File: config.mk
export PLATFORM = sky130hd
export DESIGN_NAME = bounded_array_list_unit_flat
export DESIGN_NICKNAME = d
export VERILOG_FILES = /design/src/hdl/bal_pkg.sv /design/src/hdl/bal_if.sv /design/src/hdl/bounded_array_list_unit.sv /design/src/hdl/bal_engine.sv /design/src/flat_wrapper.sv
export SDC_FILE = /design/constraint.sdc
export NUM_CORES = 1
export LEC_CHECK = 0
export ABC_AREA = 1
export BUFFER_PORTS_ARGS = -buffer_cell sky130_fd_sc_hd__buf_2
export CAP_MARGIN = 5
export CORE_ASPECT_RATIO = 1.5
export CORE_UTILIZATION = 35
export CTS_CLUSTER_DIAMETER = 150
export CTS_CLUSTER_SIZE = 20
export DETAILED_ROUTE_END_ITERATION = 8
export SLEW_MARGIN = 20
export SYNTH_ARGS = -nofsm -noshare
export SYNTH_HDL_FRONTEND = slang
export SYNTH_HIERARCHICAL = 1
export SYNTH_SLANG_ARGS = --single-unit
File: constraint.sdc
create_clock -name clk -period 5.45 [get_ports clk]
set_input_delay 0.2725 -clock clk [delete_from_list [all_inputs] [get_ports clk]]
set_output_delay 0.2725 -clock clk [all_outputs]
set_load 0.05 [all_outputs]
File: src/hdl/bal_pkg.sv
// Shared constants, field widths, command and status codes for the bounded array list.
// No dependencies; every other file in hdl/ refers to this package by scoped names.
`default_nettype none
package bal_pkg;

    localparam int CAPACITY_ENTRIES = 16;
    localparam int DATA_WIDTH       = 32;

    // Fixed widths of the command and result item fields
    localparam int CMD_W   = 3;
    localparam int POS_W   = 4;
    localparam int VIN_W   = 32;
    localparam int VOUT_W  = 32;
    localparam int STAT_W  = 2;
    localparam int COUNT_W = 5;

    // Derived widths
    localparam int IDX_W = (CAPACITY_ENTRIES > 1) ? $clog2(CAPACITY_ENTRIES) : 1;
    localparam int CNT_W = $clog2(CAPACITY_ENTRIES + 1);
    localparam int CMP_W = (CNT_W > POS_W) ? CNT_W : POS_W;
    localparam int VAL_W = (DATA_WIDTH < VIN_W) ? DATA_WIDTH : VIN_W;

    localparam logic [CMP_W-1:0]   CAP_CMP       = CMP_W'(CAPACITY_ENTRIES);
    localparam logic [COUNT_W-1:0] CAP_COUNT_OUT = COUNT_W'(CAPACITY_ENTRIES % 32);

    // Command codes
    localparam logic [CMD_W-1:0] CMD_APPEND = 3'd0;
    localparam logic [CMD_W-1:0] CMD_REMOVE = 3'd1;
    localparam logic [CMD_W-1:0] CMD_READ   = 3'd2;
    localparam logic [CMD_W-1:0] CMD_FIRST  = 3'd3;
    localparam logic [CMD_W-1:0] CMD_LAST   = 3'd4;

    // Status codes
    localparam logic [STAT_W-1:0] ST_OK     = 2'd0;
    localparam logic [STAT_W-1:0] ST_FULL   = 2'd1;
    localparam logic [STAT_W-1:0] ST_EMPTY  = 2'd2;
    localparam logic [STAT_W-1:0] ST_BADIDX = 2'd3;

    typedef logic [DATA_WIDTH-1:0] data_t;

    typedef struct packed {
        logic [CMD_W-1:0] cmd;
        logic [POS_W-1:0] position;
        logic [VIN_W-1:0] value_in;
    } item_t;

    typedef struct packed {
        logic [VOUT_W-1:0]  value_out;
        logic [STAT_W-1:0]  status;
        logic [COUNT_W-1:0] count;
        logic               is_empty;
    } res_t;

endpackage
`default_nettype wire

File: src/hdl/bal_if.sv
// Valid/ready channel interfaces for command items and result items.
// Depends on bal_pkg for field widths.
`default_nettype none
interface bal_cmd_if;
    logic                       valid;
    logic                       ready;
    logic [bal_pkg::CMD_W-1:0]  cmd;
    logic [bal_pkg::POS_W-1:0]  position;
    logic [bal_pkg::VIN_W-1:0]  value_in;

    modport source (output valid, output cmd, output position, output value_in, input ready);
    modport sink   (input valid, input cmd, input position, input value_in, output ready);
endinterface

interface bal_rsp_if;
    logic                         valid;
    logic                         ready;
    logic [bal_pkg::VOUT_W-1:0]   value_out;
    logic [bal_pkg::STAT_W-1:0]   status;
    logic [bal_pkg::COUNT_W-1:0]  count;
    logic                         is_empty;

    modport source (output valid, output value_out, output status, output count,
                    output is_empty, input ready);
    modport sink   (input valid, input value_out, input status, input count,
                    input is_empty, output ready);
endinterface
`default_nettype wire

File: src/hdl/bounded_array_list_unit.sv
// Top level of the bounded array list: command channel, sequencer, result register.
// Depends on bal_pkg, bal_if (bal_cmd_if, bal_rsp_if) and bal_engine.
//
// A fixed-capacity ordered list of bal_pkg::CAPACITY_ENTRIES words kept in a
// single-port-write, registered-read memory plus an entry count. Each command
// item (append, remove at position, read at position, read first, read last)
// yields exactly one result item carrying the read value (zero unless a read
// succeeds), a status (ok, full, empty, invalid index), the count after the
// command and an empty flag. Unknown command codes leave the list untouched
// and report ok. One item is in work at a time; cmd_ch.ready is high only
// while the sequencer is idle. A remove walks the upper entries down one
// place at a time, each step a read at idx+1 followed by a write at idx
// through the one memory port pair, with one shared comparator deciding
// both the bound checks and the end of the walk. The result sits in an
// output register, so the next command is accepted while a finished result
// still waits for rsp_ch.ready. The memory needs no clearing after reset;
// only entries below the count are ever read.
`default_nettype none
module bounded_array_list_unit (
    input  wire logic  clk,
    input  wire logic  rst_n,
    bal_cmd_if.sink    cmd_ch,
    bal_rsp_if.source  rsp_ch
);

    bal_pkg::item_t  item;
    bal_pkg::res_t   eng_res;
    bal_pkg::res_t   res_reg;
    logic            out_valid_reg;
    logic            eng_idle;
    logic            eng_done;
    logic            take;
    logic            start;

    assign item.cmd      = cmd_ch.cmd;
    assign item.position = cmd_ch.position;
    assign item.value_in = cmd_ch.value_in;

    assign cmd_ch.ready = eng_idle;
    assign start        = cmd_ch.valid && eng_idle;

    // Move a finished result into the output register once it is free
    assign take = eng_done && (!out_valid_reg || rsp_ch.ready);

    bal_engine u_engine (
        .clk   (clk),
        .rst_n (rst_n),
        .start (start),
        .item  (item),
        .idle  (eng_idle),
        .done  (eng_done),
        .take  (take),
        .res   (eng_res)
    );

    always_ff @(posedge clk or negedge rst_n)
    begin
        if (!rst_n)
        begin
            out_valid_reg <= 1'b0;
        end
        else if (take)
        begin
            out_valid_reg <= 1'b1;
        end
        else if (rsp_ch.ready)
        begin
            out_valid_reg <= 1'b0;
        end
    end

    // Payload register: load on take, hold otherwise
    always_ff @(posedge clk)
    begin
        if (take)
        begin
            res_reg <= eng_res;
        end
    end

    assign rsp_ch.valid     = out_valid_reg;
    assign rsp_ch.value_out = res_reg.value_out;
    assign rsp_ch.status    = res_reg.status;
    assign rsp_ch.count     = res_reg.count;
    assign rsp_ch.is_empty  = res_reg.is_empty;

`ifndef SYNTHESIS
    // A failed command never returns read data
    a_fail_no_value: assert property (@(posedge clk) disable iff (!rst_n)
        (out_valid_reg && res_reg.status != bal_pkg::ST_OK) |-> (res_reg.value_out == '0))
        else $error("failed command returned nonzero value_out");

    // An accepted item keeps the sequencer busy on the next cycle
    a_busy_after_accept: assert property (@(posedge clk) disable iff (!rst_n)
        (cmd_ch.valid && cmd_ch.ready) |=> !cmd_ch.ready)
        else $error("command accepted while previous item in work");

    // A full status only reports a list at capacity
    a_full_count: assert property (@(posedge clk) disable iff (!rst_n)
        (out_valid_reg && res_reg.status == bal_pkg::ST_FULL)
            |-> (res_reg.count == bal_pkg::CAP_COUNT_OUT))
        else $error("full status with count below capacity");
`endif

endmodule
`default_nettype wire

File: src/hdl/bal_engine.sv
// Command sequencer with the entry memory and one shared magnitude comparator.
// Depends on bal_pkg.
`default_nettype none
module bal_engine (
    input  wire logic           clk,
    input  wire logic           rst_n,
    input  wire logic           start,
    input  wire bal_pkg::item_t item,
    output logic                idle,
    output logic                done,
    input  wire logic           take,
    output bal_pkg::res_t       res
);

    typedef enum logic [2:0] {
        S_IDLE,
        S_EXEC,
        S_WAIT,
        S_SHIFT,
        S_MOVE,
        S_DONE
    } state_t;

    state_t                            state_reg, state_next;
    logic [bal_pkg::CNT_W-1:0]         count_reg, count_next;
    logic [bal_pkg::CMP_W-1:0]         idx_reg, idx_next;
    bal_pkg::item_t                    item_reg, item_next;
    logic [bal_pkg::STAT_W-1:0]        status_reg, status_next;
    logic [bal_pkg::VOUT_W-1:0]        value_reg, value_next;

    // Entry memory: one write port, one registered read port
    bal_pkg::data_t                    mem [0:bal_pkg::CAPACITY_ENTRIES-1];
    bal_pkg::data_t                    rd_data_reg;
    logic                              we;
    logic [bal_pkg::IDX_W-1:0]         waddr;
    bal_pkg::data_t                    wdata;
    logic                              re;
    logic [bal_pkg::IDX_W-1:0]         raddr;

    // Shared comparator
    logic [bal_pkg::CMP_W-1:0]         cmp_a, cmp_b;
    logic                              cmp_lt;

    logic [bal_pkg::CMP_W-1:0]         pos_ext, count_ext, idx_inc, last_idx;
    logic                              list_empty;

    assign pos_ext    = bal_pkg::CMP_W'(item_reg.position);
    assign count_ext  = bal_pkg::CMP_W'(count_reg);
    assign idx_inc    = idx_reg + bal_pkg::CMP_W'(1);
    assign last_idx   = count_ext - bal_pkg::CMP_W'(1);
    assign list_empty = (count_reg == '0);

    always_comb
    begin
        if (state_reg == S_SHIFT)
        begin
            cmp_a = idx_inc;
            cmp_b = count_ext;
        end
        else if (item_reg.cmd == bal_pkg::CMD_APPEND)
        begin
            cmp_a = count_ext;
            cmp_b = bal_pkg::CAP_CMP;
        end
        else
        begin
            cmp_a = pos_ext;
            cmp_b = count_ext;
        end
    end

    assign cmp_lt = (cmp_a < cmp_b);

    always_comb
    begin
        state_next  = state_reg;
        count_next  = count_reg;
        idx_next    = idx_reg;
        item_next   = item_reg;
        status_next = status_reg;
        value_next  = value_reg;
        we          = 1'b0;
        waddr       = count_ext[bal_pkg::IDX_W-1:0];
        wdata       = bal_pkg::data_t'(item_reg.value_in[bal_pkg::VAL_W-1:0]);
        re          = 1'b0;
        raddr       = pos_ext[bal_pkg::IDX_W-1:0];

        case (state_reg)
            S_IDLE:
            begin
                if (start)
                begin
                    item_next   = item;
                    status_next = bal_pkg::ST_OK;
                    value_next  = '0;
                    state_next  = S_EXEC;
                end
            end
            S_EXEC:
            begin
                state_next = S_DONE;
                case (item_reg.cmd)
                    bal_pkg::CMD_APPEND:
                    begin
                        if (!cmp_lt)
                        begin
                            status_next = bal_pkg::ST_FULL;
                        end
                        else
                        begin
                            we         = 1'b1;
                            count_next = count_reg + bal_pkg::CNT_W'(1);
                        end
                    end
                    bal_pkg::CMD_REMOVE:
                    begin
                        if (list_empty)
                        begin
                            status_next = bal_pkg::ST_EMPTY;
                        end
                        else if (!cmp_lt)
                        begin
                            status_next = bal_pkg::ST_BADIDX;
                        end
                        else
                        begin
                            idx_next   = pos_ext;
                            state_next = S_SHIFT;
                        end
                    end
                    bal_pkg::CMD_READ:
                    begin
                        if (!cmp_lt)
                        begin
                            status_next = bal_pkg::ST_BADIDX;
                        end
                        else
                        begin
                            re         = 1'b1;
                            state_next = S_WAIT;
                        end
                    end
                    bal_pkg::CMD_FIRST:
                    begin
                        if (list_empty)
                        begin
                            status_next = bal_pkg::ST_EMPTY;
                        end
                        else
                        begin
                            re         = 1'b1;
                            raddr      = '0;
                            state_next = S_WAIT;
                        end
                    end
                    bal_pkg::CMD_LAST:
                    begin
                        if (list_empty)
                        begin
                            status_next = bal_pkg::ST_EMPTY;
                        end
                        else
                        begin
                            re         = 1'b1;
                            raddr      = last_idx[bal_pkg::IDX_W-1:0];
                            state_next = S_WAIT;
                        end
                    end
                    default:
                    begin
                        status_next = bal_pkg::ST_OK;
                    end
                endcase
            end
            S_WAIT:
            begin
                value_next = bal_pkg::VOUT_W'(rd_data_reg[bal_pkg::VAL_W-1:0]);
                state_next = S_DONE;
            end
            S_SHIFT:
            begin
                // Fetch the next entry if one remains above idx, else close the gap
                if (cmp_lt)
                begin
                    re         = 1'b1;
                    raddr      = idx_inc[bal_pkg::IDX_W-1:0];
                    state_next = S_MOVE;
                end
                else
                begin
                    count_next = count_reg - bal_pkg::CNT_W'(1);
                    state_next = S_DONE;
                end
            end
            S_MOVE:
            begin
                we         = 1'b1;
                waddr      = idx_reg[bal_pkg::IDX_W-1:0];
                wdata      = rd_data_reg;
                idx_next   = idx_inc;
                state_next = S_SHIFT;
            end
            S_DONE:
            begin
                if (take)
                begin
                    state_next = S_IDLE;
                end
            end
            default:
            begin
                state_next = S_IDLE;
            end
        endcase
    end

    always_ff @(posedge clk or negedge rst_n)
    begin
        if (!rst_n)
        begin
            state_reg  <= S_IDLE;
            count_reg  <= '0;
            idx_reg    <= '0;
            status_reg <= bal_pkg::ST_OK;
            value_reg  <= '0;
        end
        else
        begin
            state_reg  <= state_next;
            count_reg  <= count_next;
            idx_reg    <= idx_next;
            status_reg <= status_next;
            value_reg  <= value_next;
        end
    end

    always_ff @(posedge clk)
    begin
        item_reg <= item_next;
    end

    always_ff @(posedge clk)
    begin
        if (we)
        begin
            mem[waddr] <= wdata;
        end
        if (re)
        begin
            rd_data_reg <= mem[raddr];
        end
    end

    assign idle = (state_reg == S_IDLE);
    assign done = (state_reg == S_DONE);

    assign res.value_out = value_reg;
    assign res.status    = status_reg;
    assign res.count     = bal_pkg::COUNT_W'(count_reg);
    assign res.is_empty  = list_empty;

endmodule
`default_nettype wire
File: src/flat_wrapper.sv
// flat-port wrapper written by rule: the top's interface ports become plain ports
module bounded_array_list_unit_flat 
  (clk, rst_n, cmd_ch_valid, cmd_ch_cmd, cmd_ch_position, cmd_ch_value_in, cmd_ch_ready, rsp_ch_valid, rsp_ch_value_out, rsp_ch_status, rsp_ch_count, rsp_ch_is_empty, rsp_ch_ready);
  bal_cmd_if cmd_ch_i ();
  bal_rsp_if rsp_ch_i ();
  input  wire logic clk;
  input  wire logic rst_n;
  input wire logic [$bits(cmd_ch_i.valid)-1:0] cmd_ch_valid;
  input wire logic [$bits(cmd_ch_i.cmd)-1:0] cmd_ch_cmd;
  input wire logic [$bits(cmd_ch_i.position)-1:0] cmd_ch_position;
  input wire logic [$bits(cmd_ch_i.value_in)-1:0] cmd_ch_value_in;
  output wire logic [$bits(cmd_ch_i.ready)-1:0] cmd_ch_ready;
  output wire logic [$bits(rsp_ch_i.valid)-1:0] rsp_ch_valid;
  output wire logic [$bits(rsp_ch_i.value_out)-1:0] rsp_ch_value_out;
  output wire logic [$bits(rsp_ch_i.status)-1:0] rsp_ch_status;
  output wire logic [$bits(rsp_ch_i.count)-1:0] rsp_ch_count;
  output wire logic [$bits(rsp_ch_i.is_empty)-1:0] rsp_ch_is_empty;
  input wire logic [$bits(rsp_ch_i.ready)-1:0] rsp_ch_ready;
  assign cmd_ch_i.valid = cmd_ch_valid;
  assign cmd_ch_i.cmd = cmd_ch_cmd;
  assign cmd_ch_i.position = cmd_ch_position;
  assign cmd_ch_i.value_in = cmd_ch_value_in;
  assign cmd_ch_ready = cmd_ch_i.ready;
  assign rsp_ch_valid = rsp_ch_i.valid;
  assign rsp_ch_value_out = rsp_ch_i.value_out;
  assign rsp_ch_status = rsp_ch_i.status;
  assign rsp_ch_count = rsp_ch_i.count;
  assign rsp_ch_is_empty = rsp_ch_i.is_empty;
  assign rsp_ch_i.ready = rsp_ch_ready;
  bounded_array_list_unit u_core (.clk(clk), .rst_n(rst_n), .cmd_ch(cmd_ch_i), .rsp_ch(rsp_ch_i));
endmodule
==> run_results.csv <==
group,metric,value,unit
sta,hold_violations,0,
floorplanning,start_util,35.4,%
power,combPwrFrac,40.9,%
worst_setup_path,crit_top_cell,"nand2_1",
logic_synthesis,synthCells,2289,
logic_synthesis,synth_seq_area_share,72.7,%
drt,detail-route-antenna-nets,0,
sta,relSlewSlack,26.9,%
floorplanning,io_pins,85,
power,power.total,16900,uW
placement,pre_cts_ws,0.885,ns
floorplanning,die_width,230,um
floorplanning,die_area,79400,sq um
clock_network,cts_tree,"done",
worst_setup_path,r2r_start,"u_core/u_engine/state_reg[1]",
finish,nFillCells,7191,
drt,vias_per_cell,5.34,
worst_setup_path,r2r_cells,15,
logic_synthesis,synth_warnings,6,
floorplanning,core-area,77400,sq um
sta,layout_setup_ws,0.765,ns
power,power_density,550,nW/um^2
global_route,grt_max_degree,161,
sta,rsz0062_at_grt,"no",
logic_synthesis,synth_top_area_share,68.3,%
drt,via_count,18200,
hold_path,min_path_cells,5,
worst_setup_path,reg2reg_to,"u_core/u_engine/mem[10][26]",
sta,tns,0,ns
worst_setup_path,critPathKind,"reg2reg",
worst_setup_path,ff2ff_setup_slack,0.76,ns
sta,fmax,0.213,GHz
power,power_frac_seq,41.7,%
clock_network,worstSkewPairLatency,0.59,ns
worst_setup_path,crit_path_cell_trace,"nand2_1 > nor2_2 > inv_2 > o21ai_0 > o22ai_1 > ha_1 > nand2_1 > o21a_1 > nand2_2 > inv_2 > nand2_1 > o21ai_0 > nand3_1 > nor2_4 > buf_4",
hold_path,hold_start,"cmd_ch_valid",
power,ir_worst_vdd,465,uV
hold_path,min_to,"u_core/u_engine/state_reg[0]",
clock_network,clk_pin_slew,0.08,ns
global_route,overflow,0,
drt,drc,0,
placement,gp_congestion,0.947,
floorplanning,rows,125,
floorplanning,die_h,345,um
clock_network,h-tree-depth,2,
sta,setup_viol,0,
logic_synthesis,syn-num-nets,2339,
global_route,gr-usage-met3,1.65,%
sta,final-max-slew-violation-count,0,
worst_setup_path,crit_path_max_incr_delay,0.57,ns
job,maxCapViolations,0,
logic_synthesis,synth.cell_area,27400,sq um
clock_network,clockRootBuffer,"clkbuf_16",
logic_synthesis,yosysTopAreaCell,"edfxtp_1",
worst_setup_path,start_kind,"register",
worst_setup_path,crit_path_end_kind,"register",
global_route,grt_use_met1,21.6,%
global_route,grt_pass1_vias,17900,
logic_synthesis,netlist_top_cells_area,"edfxtp_1 68%, nand3_1 12%, nand2_1 7.4%, dfrtp_1 4.4%, buf_2 1.9%",
finish,diodes,0,
drt,wl_per_cell,20.9,um
drt,postRouteWirelength,71300,um
worst_setup_path,critPathArrivalTime,4.90,ns
worst_setup_path,path_max_fanout,32,
global_route,grt_busiest_layer,"met2",
worst_setup_path,critPathSlowestCell,"buf_4",
logic_synthesis,synth_cell_types,35,
drt,dr.first_iter.drc_count,1916,
clock_network,cts_inserted_buffers,39,
hold_path,hold_class,"in2reg",
global_route,antenna_found_initial,0,
placement,post_dp_cell_area,29300,sq um
power,swShare,40.6,%
placement,portBuffers,84,
power,leakage,0.0112,uW
clock_network,cts_num_sinks,671,
global_route,grt_pass1_wl,108000,um
finish,nNetsFinal,2427,
logic_synthesis,ys_ff_latch,671,
global_route,grt_usage,17.8,%
clock_network,clock_path_buffers,3,
sta,finalCritPeriodShare,86.0,%
finish,drive_above_1_share,10.4,%
sta,worst_slew_pin_slew,1.09,ns
sta,period_needed,4.69,ns
sta,skew,0.0205,ns
power,p_switching,6870,uW
finish,final_area,30800,sq um
finish,largest_reg_flops,512,
outcome,outcome,"finished, final reports clean",
drt,drtPass1Iterations,6,
global_route,grt_util_met2,32.6,%
power,p_int,10100,uW
logic_synthesis,synth.avg_cell_area,12.0,sq um
worst_setup_path,cp.required,5.67,ns
placement,dp_hpwl,37400,um
power,pwr-share-clk,17.4,%
finish,area_delta_synth_final,12.5,%
power groups by stage:
stage / Sequential (uW) / Clock (uW) / Combinational, uW
floorplan: 7430 / 0 / 4500
global placement: 7160 / 0 / 6770
detailed placement: 7180 / 0 / 6880
CTS: 7060 / 3020 / 6930
global route: 7120 / 3160 / 7620
finish: 7060 / 2940 / 6930
placed cells by master, fill, tap and decap left out, types with 2 or more instances in the layout:
master,instances
buf_2,84
nor2_4,18
buf_4,51
nand3_1,656
a21oi_4,2
o22ai_1,3
nand2_8,2
o211ai_1,3
xnor2_1,2
nand2_2,6
clkbuf_1,13
a21oi_1,10
dfrtp_1,48
buf_12,21
edfxtp_1,623
nand4_1,2
nand3_2,2
nor2_2,4
xor2_1,6
ha_1,7
nor3_1,4
a31oi_1,3
clkbuf_16,40
nand2_1,539
o21ai_1,2
inv_1,67
inv_2,9
o21ai_0,89
nor2_1,20
dlygate4sd3_1,41
o21ai_2,2
per-layer routing:
metal	wire, um	part of all wire, %
met5	0	0
met1	27600	39
met2	36900	52
met3	4530	6.4
met4	2310	3.2
cell families after synthesis:
logic type | Yosys count | synth area share, %
flops | 671 | 72.7
xor+xnor | 8 | 0.256
compound gates | 120 | 2.38
simple gates | 1256 | 20.4
fa+ha+maj | 7 | 0.320
buf+inv | 227 | 3.90
metrics by stage:
stage | hold WS [ns] | util (%) | instances
6_report | 0.224 | 39.8 | 3408
5_1_grt | 0.262 | 39.8 | 3408
4_1_cts | 0.191 | 39.8 | 3408
3_5_place_dp | 0.433 | 37.9 | 3311
3_3_place_gp | 0.432 | 37.9 | 3311
2_1_floorplan | -0.0231 | - | 2289
timing repair:
item	CTS	global route
gates resized for setup	0	0
hold buffers	41	0
endpoints found under the setup margin	0	0
hold endpoints to repair	88	0
setup buffers	0	0
area by class of cell:
| class | count | area (sq um) | share of cell area (%) |
|---|---|---|---|
| clock inverter | 3 | 36.3 | 0.118 |
| sequential | 671 | 19900 | 64.6 |
| clock buffer | 53 | 1050 | 3.41 |
| multi-input combinational | 1391 | 6620 | 21.5 |
| inverter | 77 | 289 | 0.938 |
| tap | 1016 | 1270 | 4.13 |
| timing repair buffer | 197 | 1630 | 5.30 |
cell usage after synthesis:
master / instances
nand3_1: 656
edfxtp_1: 623
nand2_1: 541
buf_2: 106
o21ai_0: 89
inv_1: 68
dfrtp_1: 48
nor2_1: 38
clkbuf_1: 23
buf_4: 19
a21oi_1: 10
inv_2: 8
ha_1: 7
nand2_2: 7
xor2_1: 6
nor2_2: 4
nor3_1: 4
a31oi_1: 3
nand3_2: 3
o211ai_1: 3
o21ai_1: 3
o22ai_1: 3
a21oi_2: 2
nand4_1: 2
o21ai_2: 2
xnor2_1: 2
a31oi_2: 1
buf_6: 1
clkbuf_4: 1
clkinv_1: 1
o2111ai_1: 1
o21a_1: 1
o221ai_1: 1
o41ai_1: 1
or2_2: 1
how the worst max path moves through the flow:
stage / cells past startpoint / endpoint / startpoint / slack [ns]
detailed placement: 15 / u_core/u_engine/mem[10][26] / u_core/u_engine/state_reg[1] / 0.88
finish: 15 / u_core/u_engine/mem[10][26] / u_core/u_engine/state_reg[1] / 0.76
global placement: 15 / u_core/u_engine/mem[10][26] / u_core/u_engine/state_reg[1] / 1.05
CTS: 15 / u_core/u_engine/mem[10][26] / u_core/u_engine/state_reg[1] / 0.88
floorplan: 15 / u_core/u_engine/mem[0][0] / u_core/u_engine/state_reg[1] / 1.24
global route: 18 / u_core/u_engine/rd_data_reg[9] / u_core/u_engine/state_reg[1] / 0.50
worst max-delay path: cells and delay by family (launching register included):
kind / cells / cell delay (ns)
DFF: 1 / 0.45
buffers and inverters: 3 / 0.95
and+or+nand+nor: 7 / 1.58
adders and majority gates: 1 / 0.30
AOI/OAI and AO/OA: 4 / 1.00
Power figures use the tool's default switching activity.
